[src/hdl/omt_pkg.sv]
// ----------------------------------------------------------------------------
// omt_pkg
// shared constants, types and the modifier key table of the tracker
// ----------------------------------------------------------------------------
package omt_pkg;

   // down list geometry
   localparam int unsigned DOWN_DEPTH = 16;
   localparam int unsigned ADDR_W     = $clog2(DOWN_DEPTH);
   localparam int unsigned CNT_W      = $clog2(DOWN_DEPTH + 1);

   // held list geometry
   localparam int unsigned MAX_HELD = 4;
   localparam int unsigned HLEN_W   = 3;

   // word field widths
   localparam int unsigned FUNC_W = 2;
   localparam int unsigned DEV_W  = 8;
   localparam int unsigned CODE_W = 10;
   localparam int unsigned IDX_W  = 3;
   localparam int unsigned KIND_W = 2;
   localparam int unsigned NUM_KEYS = 8;

   // modifier key codes
   localparam logic [CODE_W-1:0] SUPER_L_CODE = 10'd125;
   localparam logic [CODE_W-1:0] SUPER_R_CODE = 10'd126;
   localparam logic [CODE_W-1:0] CTRL_L_CODE  = 10'd29;
   localparam logic [CODE_W-1:0] CTRL_R_CODE  = 10'd97;
   localparam logic [CODE_W-1:0] ALT_L_CODE   = 10'd56;
   localparam logic [CODE_W-1:0] ALT_R_CODE   = 10'd100;
   localparam logic [CODE_W-1:0] SHIFT_L_CODE = 10'd42;
   localparam logic [CODE_W-1:0] SHIFT_R_CODE = 10'd54;

   // table index -> key code; kind is index / 2
   localparam logic [CODE_W-1:0] KEY_TABLE [NUM_KEYS] = '{
      SUPER_L_CODE, SUPER_R_CODE, CTRL_L_CODE, CTRL_R_CODE,
      ALT_L_CODE, ALT_R_CODE, SHIFT_L_CODE, SHIFT_R_CODE
   };

   typedef enum logic [FUNC_W-1:0] {
      FUNC_PRESS     = 2'd0,
      FUNC_RELEASE   = 2'd1,
      FUNC_FORGET    = 2'd2,
      FUNC_RECONCILE = 2'd3
   } func_type;

   // one down list entry
   typedef struct packed {
      logic [DEV_W-1:0] device;
      logic [IDX_W-1:0] idx;
   } entry_type;

   localparam int unsigned ENTRY_W = $bits(entry_type);

   // sequencer -> held list unit
   typedef struct packed {
      logic                                commit;
      logic [MAX_HELD-1:0]                 seen;
      logic [MAX_HELD-1:0][KIND_W-1:0]     order;
      logic [HLEN_W-1:0]                   order_len;
   } held_ctl_type;

   // held list unit -> sequencer
   typedef struct packed {
      logic                                changed;
      logic [HLEN_W-1:0]                   count;
      logic [MAX_HELD-1:0][KIND_W-1:0]     list;
   } held_rpt_type;

   // {hit, table index} for a raw key code
   function automatic logic [IDX_W:0] key_lookup(input logic [CODE_W-1:0] code);
      logic [IDX_W:0] res;
      res = '0;
      for (int i = 0; i < NUM_KEYS; i++) begin
         if (code == KEY_TABLE[i]) begin
            res = {1'b1, IDX_W'(i)};
         end
      end
      return res;
   endfunction

endpackage

[src/hdl/omt_if.sv]
// ----------------------------------------------------------------------------
// omt_if
// valid/ready channels for request and response words
// ----------------------------------------------------------------------------
interface omt_req_if import omt_pkg::*; ();
   logic              valid;
   logic              ready;
   logic [FUNC_W-1:0] func;
   logic [DEV_W-1:0]  device;
   logic [CODE_W-1:0] key_code;
   logic [7:0]        down_mask;
   logic              key_taken;

   modport source (output valid, func, device, key_code, down_mask, key_taken,
                   input ready);
   modport sink   (input valid, func, device, key_code, down_mask, key_taken,
                   output ready);
endinterface

interface omt_rsp_if import omt_pkg::*; ();
   logic              valid;
   logic              ready;
   logic              changed;
   logic [HLEN_W-1:0] held_count;
   logic [KIND_W-1:0] held_first;
   logic [KIND_W-1:0] held_second;
   logic [KIND_W-1:0] held_third;
   logic [KIND_W-1:0] held_fourth;
   logic              taken_flag;
   logic              overflow;

   modport source (output valid, changed, held_count, held_first, held_second,
                          held_third, held_fourth, taken_flag, overflow,
                   input ready);
   modport sink   (input valid, changed, held_count, held_first, held_second,
                         held_third, held_fourth, taken_flag, overflow,
                   output ready);
endinterface

[src/hdl/ordered_modifier_tracker_core.sv]
// ----------------------------------------------------------------------------
// ordered_modifier_tracker_core
// tracks modifier keys held on several devices: an ordered down list of
// (device, key) pairs in ram and a stable ordered list of held kinds
// ----------------------------------------------------------------------------
//
//  channel   dir  handshake            word
//  req_ch    in   valid/ready          func, device, key_code, down_mask, key_taken
//  rsp_ch    out  valid/ready          changed, held_count, held_*, taken_flag, overflow
//
//  one word in, one word out; a word walks the down list ram through its read port,
//  compacting out the dropped pairs, then appends its keys, then commits; the next
//  word is accepted only after that commit
//  the response register lets a new request start while the last response waits
//  a finished item stalls before commit only if the response register is still full
//  synchronous active high reset clears the down count and held length; no ram sweep
//
module ordered_modifier_tracker_core import omt_pkg::*; (
   input logic       clock,
   input logic       reset,
   omt_req_if.sink   req_ch,
   omt_rsp_if.source rsp_ch
);

   typedef enum logic [3:0] {
      ST_IDLE    = 4'b0001,
      ST_SCAN    = 4'b0010,
      ST_APPEND  = 4'b0100,
      ST_REFRESH = 4'b1000
   } state_type;

   state_type state_ff, state_in;

   // item context
   logic [DEV_W-1:0]    dev_ff, dev_in;
   logic [NUM_KEYS-1:0] kill_ff, kill_in;       // table bits removed for the device
   logic [NUM_KEYS-1:0] add_ff, add_in;         // table bits to append
   logic [NUM_KEYS-1:0] present_ff, present_in; // kept bits of the device
   logic                taken_ff, taken_in;
   logic                ovf_ff, ovf_in;

   // down list pointers
   logic [CNT_W-1:0] count_ff, count_in;
   logic [CNT_W-1:0] rd_ptr_ff, rd_ptr_in;
   logic [CNT_W-1:0] wr_ptr_ff, wr_ptr_in;
   logic             pend_ff, pend_in;           // ram read data valid this cycle

   // kinds produced by the new down list, in first occurrence order
   logic [MAX_HELD-1:0]             seen_ff, seen_in;
   logic [MAX_HELD-1:0][KIND_W-1:0] order_ff, order_in;
   logic [HLEN_W-1:0]               order_len_ff, order_len_in;

   // response register
   logic                            rsp_valid_ff, rsp_valid_in;
   held_rpt_type                    rpt_ff;
   logic                            rsp_taken_ff, rsp_ovf_ff;

   // ram port
   logic              wr_en;
   logic [ADDR_W-1:0] wr_addr;
   entry_type         wr_data;
   logic [ADDR_W-1:0] rd_addr;
   logic [ENTRY_W-1:0] rd_data;
   entry_type          rd_entry;

   // held list unit
   held_ctl_type held_ctl;
   held_rpt_type held_rpt;
   logic         commit;

   // decode helpers
   logic [IDX_W:0]      lookup;
   logic [NUM_KEYS-1:0] key_bit;
   logic                scan_more;
   logic                kill_hit;
   logic [NUM_KEYS-1:0] low_bit;
   logic [IDX_W-1:0]    low_idx;
   logic                note_en;
   logic [KIND_W-1:0]   note_kind;

   assign rd_entry = entry_type'(rd_data);
   assign lookup   = key_lookup(req_ch.key_code);
   assign key_bit  = lookup[IDX_W] ? (NUM_KEYS'(1) << lookup[IDX_W-1:0]) : '0;
   assign scan_more = rd_ptr_ff < count_ff;
   assign kill_hit  = (rd_entry.device == dev_ff) && kill_ff[rd_entry.idx];
   assign low_bit   = add_ff & (~add_ff + NUM_KEYS'(1));
   assign commit    = (state_ff == ST_REFRESH) && (!rsp_valid_ff || rsp_ch.ready);

   always_comb begin
      low_idx = '0;
      for (int i = 0; i < NUM_KEYS; i++) begin
         if (low_bit[i]) begin
            low_idx = IDX_W'(i);
         end
      end
   end

   assign req_ch.ready = (state_ff == ST_IDLE);

   // sequencer
   always_comb begin
      state_in     = state_ff;
      dev_in       = dev_ff;
      kill_in      = kill_ff;
      add_in       = add_ff;
      present_in   = present_ff;
      taken_in     = taken_ff;
      ovf_in       = ovf_ff;
      count_in     = count_ff;
      rd_ptr_in    = rd_ptr_ff;
      wr_ptr_in    = wr_ptr_ff;
      pend_in      = 1'b0;
      seen_in      = seen_ff;
      order_in     = order_ff;
      order_len_in = order_len_ff;
      wr_en        = 1'b0;
      wr_addr      = wr_ptr_ff[ADDR_W-1:0];
      wr_data      = rd_entry;
      rd_addr      = rd_ptr_ff[ADDR_W-1:0];
      note_en      = 1'b0;
      note_kind    = '0;

      case (state_ff)
         ST_IDLE: begin
            if (req_ch.valid) begin
               dev_in       = req_ch.device;
               taken_in     = req_ch.key_taken;
               ovf_in       = 1'b0;
               present_in   = '0;
               rd_ptr_in    = '0;
               wr_ptr_in    = '0;
               seen_in      = '0;
               order_len_in = '0;
               case (func_type'(req_ch.func))
                  FUNC_PRESS: begin
                     kill_in = '0;
                     add_in  = key_bit;
                  end
                  FUNC_RELEASE: begin
                     kill_in = key_bit;
                     add_in  = '0;
                  end
                  FUNC_FORGET: begin
                     kill_in = '1;
                     add_in  = '0;
                  end
                  FUNC_RECONCILE: begin
                     kill_in = ~req_ch.down_mask;
                     add_in  = req_ch.down_mask;
                  end
                  default: begin
                     kill_in = '0;
                     add_in  = '0;
                  end
               endcase
               state_in = ST_SCAN;
            end
         end

         ST_SCAN: begin
            // issue the next read while compacting the word read last cycle
            if (scan_more) begin
               rd_ptr_in = rd_ptr_ff + 1'b1;
               pend_in   = 1'b1;
            end
            if (pend_ff && !kill_hit) begin
               wr_en     = 1'b1;
               wr_data   = rd_entry;
               wr_ptr_in = wr_ptr_ff + 1'b1;
               note_en   = 1'b1;
               note_kind = rd_entry.idx[IDX_W-1:1];
               if (rd_entry.device == dev_ff) begin
                  present_in[rd_entry.idx] = 1'b1;
               end
            end
            if (!scan_more && !pend_ff) begin
               // pairs already down are not pushed again
               add_in   = add_ff & ~present_ff;
               state_in = ST_APPEND;
            end
         end

         ST_APPEND: begin
            // one key a cycle, lowest table index first
            if (add_ff == '0) begin
               state_in = ST_REFRESH;
            end else begin
               add_in = add_ff & ~low_bit;
               if (wr_ptr_ff < CNT_W'(DOWN_DEPTH)) begin
                  wr_en     = 1'b1;
                  wr_data   = '{device: dev_ff, idx: low_idx};
                  wr_ptr_in = wr_ptr_ff + 1'b1;
                  note_en   = 1'b1;
                  note_kind = low_idx[IDX_W-1:1];
               end else begin
                  ovf_in = 1'b1;
               end
            end
         end

         ST_REFRESH: begin
            if (commit) begin
               count_in = wr_ptr_ff;
               state_in = ST_IDLE;
            end
         end

         default: begin
            state_in = ST_IDLE;
         end
      endcase

      // first occurrence of a kind in the new down list
      if (note_en && !seen_ff[note_kind]) begin
         seen_in[note_kind]             = 1'b1;
         order_in[order_len_ff[KIND_W-1:0]] = note_kind;
         order_len_in                   = order_len_ff + 1'b1;
      end
   end

   // response register: filled at commit, emptied when taken
   always_comb begin
      rsp_valid_in = rsp_valid_ff;
      if (commit) begin
         rsp_valid_in = 1'b1;
      end else if (rsp_ch.ready) begin
         rsp_valid_in = 1'b0;
      end
   end

   always_ff @(posedge clock) begin
      if (reset) begin
         state_ff     <= ST_IDLE;
         count_ff     <= '0;
         pend_ff      <= 1'b0;
         rsp_valid_ff <= 1'b0;
      end else begin
         state_ff     <= state_in;
         count_ff     <= count_in;
         pend_ff      <= pend_in;
         rsp_valid_ff <= rsp_valid_in;
      end
   end

   always_ff @(posedge clock) begin
      dev_ff       <= dev_in;
      kill_ff      <= kill_in;
      add_ff       <= add_in;
      present_ff   <= present_in;
      taken_ff     <= taken_in;
      ovf_ff       <= ovf_in;
      rd_ptr_ff    <= rd_ptr_in;
      wr_ptr_ff    <= wr_ptr_in;
      seen_ff      <= seen_in;
      order_ff     <= order_in;
      order_len_ff <= order_len_in;
      if (commit) begin
         rpt_ff       <= held_rpt;
         rsp_taken_ff <= taken_ff;
         rsp_ovf_ff   <= ovf_ff;
      end
   end

   // down list storage
   omt_ram #(
      .WIDTH (ENTRY_W),
      .DEPTH (DOWN_DEPTH)
   ) u_down_ram (
      .clock   (clock),
      .wr_en   (wr_en),
      .wr_addr (wr_addr),
      .wr_data (ENTRY_W'(wr_data)),
      .rd_addr (rd_addr),
      .rd_data (rd_data)
   );

   // held kinds
   assign held_ctl.commit    = commit;
   assign held_ctl.seen      = seen_ff;
   assign held_ctl.order     = order_ff;
   assign held_ctl.order_len = order_len_ff;

   omt_held u_held (
      .clock (clock),
      .reset (reset),
      .ctl   (held_ctl),
      .rpt   (held_rpt)
   );

   // response word
   assign rsp_ch.valid       = rsp_valid_ff;
   assign rsp_ch.changed     = rpt_ff.changed;
   assign rsp_ch.held_count  = rpt_ff.count;
   assign rsp_ch.held_first  = rpt_ff.list[0];
   assign rsp_ch.held_second = rpt_ff.list[1];
   assign rsp_ch.held_third  = rpt_ff.list[2];
   assign rsp_ch.held_fourth = rpt_ff.list[3];
   assign rsp_ch.taken_flag  = rsp_taken_ff;
   assign rsp_ch.overflow    = rsp_ovf_ff;

   // compaction never overtakes the read side
   a_wr_behind_rd: assert property (@(posedge clock) disable iff (reset)
      (state_ff == ST_SCAN && pend_ff) |-> (wr_ptr_ff < rd_ptr_ff))
      else $error("down list write pointer passed read pointer");

   a_count_bound: assert property (@(posedge clock) disable iff (reset)
      count_ff <= CNT_W'(DOWN_DEPTH))
      else $error("down count above depth");

   a_ovf_full: assert property (@(posedge clock) disable iff (reset)
      (commit && ovf_ff) |-> (wr_ptr_ff == CNT_W'(DOWN_DEPTH)))
      else $error("overflow flagged with room in down list");

   a_held_matches: assert property (@(posedge clock) disable iff (reset)
      commit |-> (held_rpt.count == HLEN_W'($countones(seen_ff))))
      else $error("held length differs from kinds produced");

   a_commit_rsp: assert property (@(posedge clock) disable iff (reset)
      commit |=> rsp_ch.valid)
      else $error("committed item gave no response");

endmodule

[src/hdl/omt_ram.sv]
// ----------------------------------------------------------------------------
// omt_ram
// simple dual port ram, one write and one registered read per cycle
// ----------------------------------------------------------------------------
module omt_ram #(
   parameter int unsigned WIDTH = 11,
   parameter int unsigned DEPTH = 16
) (
   input  logic                     clock,
   input  logic                     wr_en,
   input  logic [$clog2(DEPTH)-1:0] wr_addr,
   input  logic [WIDTH-1:0]         wr_data,
   input  logic [$clog2(DEPTH)-1:0] rd_addr,
   output logic [WIDTH-1:0]         rd_data
);

   logic [WIDTH-1:0] mem [DEPTH];

   always_ff @(posedge clock) begin
      if (wr_en) begin
         mem[wr_addr] <= wr_data;
      end
      rd_data <= mem[rd_addr];
   end

endmodule

[src/hdl/omt_held.sv]
// ----------------------------------------------------------------------------
// omt_held
// stable ordered list of held modifier kinds and its change report
// ----------------------------------------------------------------------------
module omt_held import omt_pkg::*; (
   input  logic         clock,
   input  logic         reset,
   input  held_ctl_type ctl,
   output held_rpt_type rpt
);

   logic [MAX_HELD-1:0][KIND_W-1:0] held_ff, held_in;
   logic [HLEN_W-1:0]               len_ff, len_in;

   logic [MAX_HELD-1:0][KIND_W-1:0] cur_list;
   logic                            listed;

   always_comb begin
      held_in = '0;
      len_in  = '0;
      listed  = 1'b0;
      // drop kinds no longer produced, keep the rest in their order
      for (int i = 0; i < MAX_HELD; i++) begin
         if (HLEN_W'(i) < len_ff && ctl.seen[held_ff[i]]) begin
            held_in[len_in[1:0]] = held_ff[i];
            len_in = len_in + 1'b1;
         end
      end
      // append newly produced kinds in down list order
      for (int j = 0; j < MAX_HELD; j++) begin
         listed = 1'b0;
         for (int k = 0; k < MAX_HELD; k++) begin
            if (HLEN_W'(k) < len_ff && held_ff[k] == ctl.order[j]) begin
               listed = 1'b1;
            end
         end
         if (HLEN_W'(j) < ctl.order_len && !listed && len_in < HLEN_W'(MAX_HELD)) begin
            held_in[len_in[1:0]] = ctl.order[j];
            len_in = len_in + 1'b1;
         end
      end
      // current list with unused slots as zero
      for (int i = 0; i < MAX_HELD; i++) begin
         cur_list[i] = (HLEN_W'(i) < len_ff) ? held_ff[i] : '0;
      end
   end

   assign rpt.changed = (len_in != len_ff) || (held_in != cur_list);
   assign rpt.count   = len_in;
   assign rpt.list    = held_in;

   always_ff @(posedge clock) begin
      if (reset) begin
         len_ff <= '0;
      end else if (ctl.commit) begin
         len_ff <= len_in;
      end
   end

   always_ff @(posedge clock) begin
      if (ctl.commit) begin
         held_ff <= held_in;
      end
   end

endmodule

[src/flat_wrapper.sv]
// flat-port wrapper written by rule: the top's interface ports become plain ports
module ordered_modifier_tracker_core_flat import omt_pkg::*;
  (clock, reset, req_ch_valid, req_ch_func, req_ch_device, req_ch_key_code, req_ch_down_mask, req_ch_key_taken, req_ch_ready, rsp_ch_valid, rsp_ch_changed, rsp_ch_held_count, rsp_ch_held_first, rsp_ch_held_second, rsp_ch_held_third, rsp_ch_held_fourth, rsp_ch_taken_flag, rsp_ch_overflow, rsp_ch_ready);
  omt_req_if req_ch_i ();
  omt_rsp_if rsp_ch_i ();
  input logic clock;
  input logic reset;
  input wire logic [$bits(req_ch_i.valid)-1:0] req_ch_valid;
  input wire logic [$bits(req_ch_i.func)-1:0] req_ch_func;
  input wire logic [$bits(req_ch_i.device)-1:0] req_ch_device;
  input wire logic [$bits(req_ch_i.key_code)-1:0] req_ch_key_code;
  input wire logic [$bits(req_ch_i.down_mask)-1:0] req_ch_down_mask;
  input wire logic [$bits(req_ch_i.key_taken)-1:0] req_ch_key_taken;
  output wire logic [$bits(req_ch_i.ready)-1:0] req_ch_ready;
  output wire logic [$bits(rsp_ch_i.valid)-1:0] rsp_ch_valid;
  output wire logic [$bits(rsp_ch_i.changed)-1:0] rsp_ch_changed;
  output wire logic [$bits(rsp_ch_i.held_count)-1:0] rsp_ch_held_count;
  output wire logic [$bits(rsp_ch_i.held_first)-1:0] rsp_ch_held_first;
  output wire logic [$bits(rsp_ch_i.held_second)-1:0] rsp_ch_held_second;
  output wire logic [$bits(rsp_ch_i.held_third)-1:0] rsp_ch_held_third;
  output wire logic [$bits(rsp_ch_i.held_fourth)-1:0] rsp_ch_held_fourth;
  output wire logic [$bits(rsp_ch_i.taken_flag)-1:0] rsp_ch_taken_flag;
  output wire logic [$bits(rsp_ch_i.overflow)-1:0] rsp_ch_overflow;
  input wire logic [$bits(rsp_ch_i.ready)-1:0] rsp_ch_ready;
  assign req_ch_i.valid = req_ch_valid;
  assign req_ch_i.func = req_ch_func;
  assign req_ch_i.device = req_ch_device;
  assign req_ch_i.key_code = req_ch_key_code;
  assign req_ch_i.down_mask = req_ch_down_mask;
  assign req_ch_i.key_taken = req_ch_key_taken;
  assign req_ch_ready = req_ch_i.ready;
  assign rsp_ch_valid = rsp_ch_i.valid;
  assign rsp_ch_changed = rsp_ch_i.changed;
  assign rsp_ch_held_count = rsp_ch_i.held_count;
  assign rsp_ch_held_first = rsp_ch_i.held_first;
  assign rsp_ch_held_second = rsp_ch_i.held_second;
  assign rsp_ch_held_third = rsp_ch_i.held_third;
  assign rsp_ch_held_fourth = rsp_ch_i.held_fourth;
  assign rsp_ch_taken_flag = rsp_ch_i.taken_flag;
  assign rsp_ch_overflow = rsp_ch_i.overflow;
  assign rsp_ch_i.ready = rsp_ch_ready;
  ordered_modifier_tracker_core u_core (.clock(clock), .reset(reset), .req_ch(req_ch_i), .rsp_ch(rsp_ch_i));
endmodule
[config.mk]
export PLATFORM = sky130hd
export DESIGN_NAME = ordered_modifier_tracker_core_flat
export DESIGN_NICKNAME = d
export VERILOG_FILES = /design/src/hdl/omt_pkg.sv /design/src/hdl/omt_if.sv /design/src/hdl/ordered_modifier_tracker_core.sv /design/src/hdl/omt_ram.sv /design/src/hdl/omt_held.sv /design/src/flat_wrapper.sv
export SDC_FILE = /design/constraint.sdc
export NUM_CORES = 1
export LEC_CHECK = 0
export BUFFER_PORTS_ARGS = -buffer_cell sky130_fd_sc_hd__buf_2
export CORE_ASPECT_RATIO = 0.5
export CORE_MARGIN = 2
export CORE_UTILIZATION = 45
export DETAILED_ROUTE_END_ITERATION = 10
export GPL_TIMING_DRIVEN = 1
export PLACE_DENSITY = 0.72
export SETUP_SLACK_MARGIN = 0.2
export SLEW_MARGIN = 40
export SYNTH_ARGS = -nofsm -noshare
export SYNTH_HDL_FRONTEND = slang
export SYNTH_HIERARCHICAL = 1
export SYNTH_SLANG_ARGS = --single-unit
export TNS_END_PERCENT = 30
[constraint.sdc]
create_clock -name clock -period 8 [get_ports clock]
set_input_delay 0.4 -clock clock [delete_from_list [all_inputs] [get_ports clock]]
set_output_delay 0.4 -clock clock [all_outputs]
set_load 0.02 [all_outputs]
==> results.ini, run 1 <==
[status]
status=complete, no violations

[finish]
mostFrequentLayoutCells=edfxtp_1, nand2_1, nor2_1
layout_commonest_cell=edfxtp_1
drive_above_1_share_pct=17.6
antenna_cells=0
multi_input_area_mm2=0.00534
nets=1101
fill_cells=2489
final-seq-area_mm2=0.00818
syn_to_final_growth_pct=10.0
final_core_util_pct=50.4

[global_routing]
grt_max_degree=48
globalRoute.totalOverflow=0
grt_pass1_vias=8658
grt_pass1_wl_um=48600
track_usage_pct=19.4
antenna_found_initial=0

[setup_path]
worst_setup_path_start_kind=register
arrival_ns=6.72
crit_fanout=12
critical_path_required_ns=8.27
path_class=reg -> reg
r2r_cells=23
reg2reg_slack_ns=1.55
end_kind=register

[sta]
worst_pin_slew_ns=0.783
tns_ns=0
fin_crit_sh_pct=80.7
setup_viol=0
period_minus_slack_ns=6.45
clock_skew_ns=0.0180
max_freq_mhz=155
setup_ws_ns=1.55
relSlewSlack_pct=47.7
timing_hold_violations_final=0
drv_slew=0
grt_setup_unrepaired=false

[power_and_ir_drop]
power.density_mw_per_mm2=228
p_int_uw=2630
clkPwrFrac_pct=36.1
p_leak_uw=0.00528
p_switching_uw=868
pwr-share-comb_pct=13.1
swShare_pct=24.8
seq_power_share_pct=50.8
ir_worst_vdd_v=0.000171

[floorplanning]
pin_count=49
core_mm2=0.0304
die-area_mm2=0.0325
die_x_um=253
chipHeight_um=128
start_util_pct=45.8
fp-row-count=45

[drt]
viasPerCell=5.87
routedWlPerCell_um=21.2
drc=0
num_vias=8573
dr.pass1.iters=8
drtIter0Drc=833
wl_um=31000
drtAntennaViolNets=0

[synth]
syn_area_mm2=0.0139
syn_inst=1014
synth_area_leader_cell=edfxtp_1
syn_nets=1071
ys_warn_count=6
ys_types=101
synth.yosys.seq_area_share_pct=58.7
syn_avg_cell_area_um2=13.7
synth-async-reset-ratio_pct=0
synth_top_area_share_pct=54.6
synth-edff-count=253
synth_seq_cells=282
synth_area_leaders=edfxtp_1, mux4_2, dfxtp_1, mux4_1, xnor2_1
synthFlopType=edfxtp_1

[clock_network]
cts_tree=built
cts_buffer_depth=3
cts_setup_buffers=0
hold_buffers=0
path_clk_slew_ns=0.06
clk_latency_ns=0.55
root_buffer=clkbuf_16
htree_levels=1
ctsResizeCount=0
numCtsBuffers=25
cts_sinks=282

[placed_design]
routabilityCongestion=0.919
dp_slack_ns=1.62
hpwl_um=20400
port_buffers=48

[worst_hold_path]
hold_path.class=in -> reg
hold_depth=1

[flow_run]
cap_violations=0

## worst max-delay path, cell delays in order (launching register included)
cell	delay [ns]
edfxtp_1	0.54
mux4_2	0.56
nand2_1	0.20
inv_1	0.11
ha_1	0.57
a21o_1	0.17
nand2b_1	0.13
o21ai_0	0.11
a221o_1	0.36
ha_1	0.27
nand2_1	0.10
o22a_1	0.34
nand2_1	0.20
xnor2_1	0.20
ha_1	0.20
inv_1	0.07
a2bb2oi_1	0.27
nand4_2	0.30
a21oi_1	0.46
nand3_1	0.18
and3_1	0.28
xnor2_1	0.14
nor4_1	0.30
nand4_1	0.13
## sequential cells by signal, indices dropped and copies added, names as in the netlist, 8 cells and up
| name | cells |
|---|---|
| u_core/present_ff | 8 |
| u_core/add_ff | 8 |
| u_core/kill_ff | 8 |
| u_core/u_down_ram/mem | 176 |
| u_core/u_down_ram/rd_data | 11 |
| u_core/dev_ff | 8 |
| u_core/held_ctl | 8 |
| u_core/u_held/held_ff | 8 |
## cell type report
cell class,instances,share of cell area (%)
sequential,282,53.4
multi-input combinational,642,34.9
clock buffer,32,4.25
tap,399,3.26
timing repair buffer,56,1.98
clock inverter,13,1.34
inverter,37,0.915
## per-stage QoR
step / power (uW) / cells / area (um^2) / hold slack, ns
after floorplan: 2120 / 1014 / 13900 / 0.400
after global placement: 2240 / 1416 / 14400 / 0.409
after detailed placement: 2260 / 1416 / 14400 / 0.417
after CTS: 3520 / 1461 / 15300 / 0.00937
after global routing: 3630 / 1461 / 15300 / 0.0102
final: 3500 / 1461 / 15300 / 0.0240
## kinds of logic (layout without fill, tap and decap cells)
logic type               after synthesis  in the layout  synth area share (%)
XOR/XNOR                              67             67                  4.46
flip-flops                           282            282                  58.7
AND/OR/NAND/NOR                      299            299                  11.0
AO/OA/AOI/OAI                        174            174                  9.51
multiplexers                          78             78                  10.8
adder cells (fa/ha/maj)               24             24                  2.16
buffers and inverters                 90            138                  3.35
## power groups by stage
stage / combinational, uW / sequential [uW] / clock (uW)
2_1_floorplan: 341 / 1780 / 0
3_3_place_gp: 433 / 1800 / 0
3_5_place_dp: 452 / 1810 / 0
4_1_cts: 456 / 1780 / 1290
5_1_grt: 498 / 1780 / 1350
6_report: 458 / 1780 / 1260
## routing by layer
metal  global-route usage (%)  share of wire [%]  vias to the layer above
met5                        0                  0                        -
li1                         -                  -                     3974
met1                     25.6                 42                     4269
met3                     2.61                5.6                       47
met4                     5.60                2.4                        0
met2                     33.9                 50                      283
## cells in the mapped netlist, types with 4 or more instances
cell and instances:
a211oi_1 4, a21o_1 6, a21oi_1 26, a22o_1 6, a22oi_1 27, a2bb2oi_1 4, a311oi_1 5, a31oi_1 9
and2_1 16, and3_1 11, buf_2 16, buf_4 5, buf_6 6, clkbuf_1 20, dfxtp_1 29, edfxtp_1 253
ha_1 24, inv_1 35, mux2_2 15, mux2i_1 11, mux4_1 21, mux4_2 28, nand2_1 84, nand2b_1 10
nand3_1 28, nand3b_1 7, nand4_1 5, nor2_1 75, nor2b_1 7, nor3_1 16, nor4_1 6, nor4b_1 4
o21ai_0 25, o22ai_1 8, or3_1 4, xnor2_1 41, xor2_1 23
## final timing paths
path                                      start                            endpoint
max          u_core/u_held/held_ff[0]$_DFFE_PP_     u_core/rsp_ch.changed$_DFFE_PP_
max reg2reg  u_core/u_held/held_ff[0]$_DFFE_PP_     u_core/rsp_ch.changed$_DFFE_PP_
min reg2reg           u_core/taken_ff$_DFFE_PP_  u_core/rsp_ch.taken_flag$_DFFE_PP_
min                            req_ch_device[4]          u_core/dev_ff[4]$_DFFE_PP_
Power figures use the tool's default switching activity.
==> inputs of run 2 (changes only) <==
==> constraint.sdc (replaced) <==
create_clock -name clock -period 6.7 [get_ports clock]
set_input_delay 0.335 -clock clock [delete_from_list [all_inputs] [get_ports clock]]
set_output_delay 0.335 -clock clock [all_outputs]
set_load 0.02 [all_outputs]
==> run 2 against run 1 <==
Non-clock buffer count rose by 21. Combinational power rose by 23%. Critical path depth fell by 1. Utilization rose by 0.67 points. Wire length rose by 1.3%. Sequential share of layout area fell by 0.71 points. Clock power rose by 14%. First-iteration DRC count rose by 3.2%. Sequential cell count did not move. Critical endpoint unchanged. Largest power group unchanged. Highest routed layer unchanged.
==> results.ini, run 2 (synthesized netlist as in run 1, its figures left out) <==
[floorplanning]
die_x_um=253  ; unchanged
start_util_pct=45.8  ; unchanged
die-area_mm2=0.0325  ; unchanged
core_mm2=0.0304  ; unchanged
fp-row-count=45  ; unchanged
pin_count=49  ; unchanged
chipHeight_um=128  ; unchanged

[sta]
clock_skew_ns=0.0234  ; +0.00537 ns
fin_crit_sh_pct=90.2  ; +9.5 points
timing_hold_violations_final=0  ; unchanged
worst_pin_slew_ns=0.780  ; -0.00302 ns
grt_setup_unrepaired=false
hold-worst-slack_ns=0.170  ; +0.146 ns
relSlewSlack_pct=47.9  ; +0.20 points
max_freq_mhz=166  ; +6.8%
setup_viol=0  ; unchanged
tns_ns=0  ; unchanged
period_minus_slack_ns=6.04  ; -0.410 ns
drv_slew=0  ; unchanged

[setup_path]
critical_path_required_ns=6.97  ; -1.30 ns
cp_slowest_stage_delay_ns=0.55  ; -0.02 ns
crit_fanout=12  ; unchanged
arrival_ns=6.32  ; -0.40 ns
path_class=reg -> reg
reg2reg_slack_ns=0.66  ; -0.89 ns
end_kind=register
crit_slowest_cell=mux4_2
crit_chain=mux4_2 > nand2_1 > inv_1 > ha_4 > a21o_1 > nand2b_1 > o21ai_0 > a221o_1 > ha_1 > mux2i_4 > inv_1 > ha_1 > a311oi_1 > nand4_1 > mux2i_1 > mux2_2 > xnor2_4 > a211o_2 > mux2i_1 > xor2_1 > nor4_1 > nand4_1
worst_setup_path_start_kind=register

[status]
status=complete, no violations

[global_routing]
grt_pass1_wl_um=49000  ; +0.97%
globalRoute.totalOverflow=0  ; unchanged
grt_pass1_vias=8710  ; +0.60%
antenna_found_initial=0  ; unchanged
grt_max_degree=48  ; unchanged
track_usage_pct=19.5  ; +0.12 points

[power_and_ir_drop]
power.total_uw=4120  ; +18%
swShare_pct=25.7  ; +0.93 points
p_int_uw=3060  ; +16%
seq_power_share_pct=51.5  ; +0.7 points
ir_worst_vdd_v=0.000167  ; -2.0%
p_switching_uw=1060  ; +22%
power.density_mw_per_mm2=266  ; +16%
pwr-share-comb_pct=13.6  ; +0.5 points
clkPwrFrac_pct=34.9  ; -1.2 points
p_leak_uw=0.00535  ; +1.3%

[clock_network]
numCtsBuffers=26  ; +4.0%
htree_levels=1  ; unchanged
root_buffer=clkbuf_16
cts_buffer_depth=3  ; unchanged
cts_tree=built
cts_sinks=282  ; unchanged
clk_latency_ns=0.56  ; about the same
path_clk_slew_ns=0.07  ; about the same

[finish]
reg_top3=u_core/u_down_ram/mem (176), u_core/u_down_ram/rd_data (11)
antenna_cells=0  ; unchanged
syn_to_final_growth_pct=11.5
finalNonFillerCells=1485  ; +1.6%
drive_above_1_share_pct=19.0  ; +1.4 points
fin_area_mm2=0.0155  ; +1.3%
layout_commonest_cell=edfxtp_1
mostFrequentLayoutCells=edfxtp_1, nand2_1, nor2_1
largest_register_ffs=176  ; unchanged
regMostFlops=u_core/u_down_ram/mem
nets=1123  ; +2.0%

[placed_design]
dp.cells=1422  ; +0.42%
port_buffers=48  ; unchanged
placed_cell_area_mm2=0.0145  ; +0.31%
routabilityCongestion=0.895  ; -2.7%
hpwl_um=20800  ; +1.9%

[drt]
drtAntennaViolNets=0  ; unchanged
viasPerCell=5.93  ; +0.98%
drtIter0Drc=860  ; +3.2%
wl_um=31400  ; +1.3%
dr.pass1.iters=5  ; -3
routedWlPerCell_um=21.2  ; -0.32%
drc=0  ; unchanged
num_vias=8799  ; +2.6%

[flow_run]
cap_violations=0  ; unchanged

[worst_hold_path]
hold_path.class=in -> reg

-- run 2: cell types whose count changed in the layout (fill, tap and decap cells not counted), sizes merged --
cell / change
dlygate4sd3: +9
clkinvlp: +5
clkbuf: -4
clkinv: +5
bufinv: -3
buf: +12
-- run 2: final cells by class --
| type | instances | area, um^2 |
|---|---|---|
| clock buffers | 28 | 658 |
| fillers | 2538 | 14900 |
| multi-input cells | 642 | 5390 |
| well taps | 399 | 499 |
| flip-flops and latches | 282 | 8180 |
| inverters | 37 | 140 |
| clock inverters | 20 | 183 |
| repair buffers | 77 | 484 |
-- run 2: path summary, 6_finish.rpt --
check / start / end / cells after the start
setup / recovery: u_core/u_held/held_ff[0]$_DFFE_PP_ / u_core/rsp_ch.changed$_DFFE_PP_ / 22
hold / removal: req_ch_down_mask[7] / u_core/kill_ff[7]$_SDFFCE_PN0P_ / 4
setup reg to reg: u_core/u_held/held_ff[0]$_DFFE_PP_ / u_core/rsp_ch.changed$_DFFE_PP_ / 22
hold reg to reg: u_core/taken_ff$_DFFE_PP_ / u_core/rsp_ch.taken_flag$_DFFE_PP_ / 0
-- run 2: what timing repair did --
action | 4_1_cts | 5_1_grt
setup endpoints to repair | 0 | 5
hold endpoints to repair | 9 | 0
hold buffers | 9 | 0
resized for setup | 0 | 6
setup buffers | 0 | 6
-- run 2: metrics by stage --
stage          utilization, %  worst slack [ns]
3_5_place_dp             47.7             0.273
5_1_grt                  51.1             0.269
4_1_cts                  50.7             0.275
2_1_floorplan               -             0.873
6_report                 51.1             0.658
3_3_place_gp             47.5             0.499
-- run 2: power by group through the flow --
stage / Sequential, uW / Combinational [uW] / Clock [uW]
6_report: 2120 / 562 / 1440
5_1_grt: 2130 / 612 / 1540
4_1_cts: 2120 / 553 / 1470
3_5_place_dp: 2160 / 544 / 0
3_3_place_gp: 2150 / 521 / 0
2_1_floorplan: 2130 / 408 / 0
-- run 2: worst max-delay path, delay by kind of cell, from the launching register on --
family / cells / cell delay [ns]
flip-flops: 1 / 0.48
AO/OA/AOI/OAI: 5 / 1.19
AND/OR/NAND/NOR: 5 / 0.97
buffers and inverters: 2 / 0.24
XOR/XNOR: 2 / 0.33
adder cells (fa/ha/maj): 3 / 0.98
multiplexers: 5 / 1.58
-- run 2: layer usage --
metal | up-vias | part of all wire, % | track usage [%]
li1 | 4001 | - | -
met1 | 4451 | 43 | 25.8
met2 | 297 | 49 | 33.8
met3 | 50 | 5.4 | 2.93
met4 | 0 | 2.3 | 5.67
met5 | - | 0 | 0
==> inputs of run 3 (changes only) <==
--- a/config.mk
+++ b/config.mk
@@ -11,6 +11,7 @@
 export CORE_UTILIZATION = 45
 export DETAILED_ROUTE_END_ITERATION = 10
 export GPL_TIMING_DRIVEN = 1
+export MAX_ROUTING_LAYER = met4
 export PLACE_DENSITY = 0.72
 export SETUP_SLACK_MARGIN = 0.2
 export SLEW_MARGIN = 40
==> run 3 against run 2 <==
Maximum frequency fell by 1.2%. Non-clock buffer count fell by 3. Clock skew rose by 0.0026 ns. Sequential share of layout area fell by 0.24 points. Combinational power fell by 0.7%. Critical endpoint unchanged.
==> results.ini, run 3 (synthesized netlist as in run 1, its figures left out) <==
[drt]
met3_length_um=1740  ; +2.2%
num_vias=8736  ; -0.72%
drc=0  ; unchanged
wl_met1_um=13500  ; +0.52%
drtIter0Drc=867  ; +0.81%
dr.pass1.iters=5  ; unchanged
routedWlPerCell_um=21.0  ; -0.92%
drtAntennaViolNets=0  ; unchanged
viasPerCell=5.89  ; -0.52%
wl_um=31100  ; -1.1%
highest_layer=met4
wl_met2_um=15100  ; -2.8%

[power_and_ir_drop]
power.total_uw=4270  ; +3.5%
pwr-share-comb_pct=13.1  ; -0.5 points
seq_power_share_pct=49.8  ; -1.7 points
p_leak_uw=0.00539  ; +0.75%
ir_worst_vdd_v=0.000177  ; +5.9%
swShare_pct=24.6  ; -1.1 points
power.density_mw_per_mm2=273  ; +3.0%
clkPwrFrac_pct=37.2  ; +2.3 points
p_switching_uw=1050  ; -1.1%
p_int_uw=3220  ; +5.0%

[placed_design]
routabilityCongestion=0.947  ; +5.9%
hpwl_um=20800  ; +0.17%
port_buffers=48  ; unchanged
dp_slack_ns=0.191  ; -0.0822 ns

[clock_network]
numCtsBuffers=26  ; unchanged
cts_buffer_depth=3  ; unchanged
path_clk_slew_ns=0.06  ; about the same
root_buffer=clkbuf_16
htree_levels=1  ; unchanged
cts_tree=built
cts_sinks=282  ; unchanged
clk_latency_ns=0.56  ; about the same

[global_routing]
grt_pass1_wl_um=48200  ; -1.7%
grt_max_degree=48  ; unchanged
grt_pass1_vias=8512  ; -2.3%
track_usage_pct=19.8  ; +0.26 points
antenna_found_initial=0  ; unchanged
globalRoute.totalOverflow=0  ; unchanged

[sta]
relSlewSlack_pct=47.5  ; -0.40 points
max_freq_mhz=164  ; -1.2%
setup_viol=0  ; unchanged
tns_ns=0  ; unchanged
setup_ws_ns=0.587  ; -0.0706 ns
drv_slew=0  ; unchanged
clock_skew_ns=0.0260  ; +0.00263 ns
fin_crit_sh_pct=91.2  ; +1.1 points
period_minus_slack_ns=6.11  ; +0.0706 ns
worst_pin_slew_ns=0.786  ; +0.00601 ns
grt_setup_unrepaired=false
timing_hold_violations_final=0  ; unchanged

[finish]
drive_above_1_share_pct=18.7  ; -0.22 points
fill_cells=2540  ; +0.079%
nets=1120  ; -0.27%
multi_input_area_mm2=0.00539  ; +0.16%
reg_top3=u_core/u_down_ram/mem (176), u_core/u_down_ram/rd_data (11)
final-seq-area_mm2=0.00818  ; unchanged
mostFrequentLayoutCells=edfxtp_1, nand2_1, nor2_1
syn_to_final_growth_pct=12.0
regMostFlops=u_core/u_down_ram/mem
layout_commonest_cell=edfxtp_1
antenna_cells=0  ; unchanged
largest_register_ffs=176  ; unchanged

[floorplanning]
chipHeight_um=128  ; unchanged
die-area_mm2=0.0325  ; unchanged
pin_count=49  ; unchanged
start_util_pct=45.8  ; unchanged
die_x_um=253  ; unchanged
core_mm2=0.0304  ; unchanged
fp-row-count=45  ; unchanged

[setup_path]
crit_fanout=12  ; unchanged
arrival_ns=6.39  ; +0.07 ns
worst_setup_path_start_kind=register
path_class=reg -> reg
critical_path_required_ns=6.98  ; about the same
end_kind=register

[status]
status=complete, no violations

[flow_run]
cap_violations=0  ; unchanged

[worst_hold_path]
hold_path.class=in -> reg

[run 3: worst paths after layout]
kind | cells past startpoint | slack, ns | endpoint | from
max | 22 | 0.59 | u_core/rsp_ch.changed$_DFFE_PP_ | u_core/u_held/held_ff[0]$_DFFE_PP_
min | 3 | 0.13 | u_core/state_ff[3]$_SDFFE_PP0P_ | rsp_ch_ready
max reg2reg | 22 | 0.59 | u_core/rsp_ch.changed$_DFFE_PP_ | u_core/u_held/held_ff[0]$_DFFE_PP_
min reg2reg | 0 | 0.44 | u_core/rsp_ch.taken_flag$_DFFE_PP_ | u_core/taken_ff$_DFFE_PP_
[run 3: through the flow]
stage / utilization (%) / cell area [um^2] / cells / hold slack [ns]
global route: 51.3 / 15600 / 1482 / 0.157
global placement: 47.5 / 14400 / 1421 / 0.405
CTS: 51.0 / 15500 / 1478 / 0.120
detailed placement: 47.6 / 14500 / 1421 / 0.424
floorplan: - / 13900 / 1014 / 0.400
finish: 51.3 / 15600 / 1482 / 0.133
[run 3: layer usage]
metal  GRT usage [%]  up-vias
met3            2.57       62
met2            32.8      303
met5               -        -
met1            26.1     4363
li1                -     4008
met4            4.98        0
[run 3: repair_timing]
action | CTS | global route
pin swaps | 0 | 1
resized for setup | 2 | 6
hold endpoints to repair | 9 | 0
setup endpoints to repair | 1 | 2
hold buffers | 9 | 0
setup buffers | 0 | 4
[run 3: final cells by class]
| type | count | share of cell area, % |
|---|---|---|
| inverters | 37 | 0.898 |
| repair buffers | 74 | 2.96 |
| multi-input cells | 642 | 34.6 |
| clock buffers | 32 | 4.32 |
| clock inverters | 16 | 1.61 |
| well taps | 399 | 3.20 |
| flip-flops and latches | 282 | 52.4 |
[run 3: power groups by stage]
stage	registers [uW]	clock network, uW	logic, uW
detailed placement	2160	0	539
global route	2130	1680	610
finish	2120	1580	558
CTS	2120	1620	549
global placement	2150	0	516
floorplan	2130	0	408
[run 3: critical path: stages (launching register included)]
cell and delay [ns]:
edfxtp_1 0.52, mux4_2 0.57, nand2_2 0.15, inv_1 0.12, ha_4 0.36, a21o_1 0.15, nand2b_1 0.14, o21ai_0 0.12
a221o_1 0.37, ha_1 0.34, mux2i_4 0.24, inv_1 0.10, ha_1 0.26, a311oi_1 0.27, nand4_1 0.17, mux2i_1 0.20
mux2_2 0.43, xnor2_4 0.20, a211o_2 0.34, mux2i_2 0.24, xor2_1 0.13, nor4_1 0.29, nand4_1 0.12
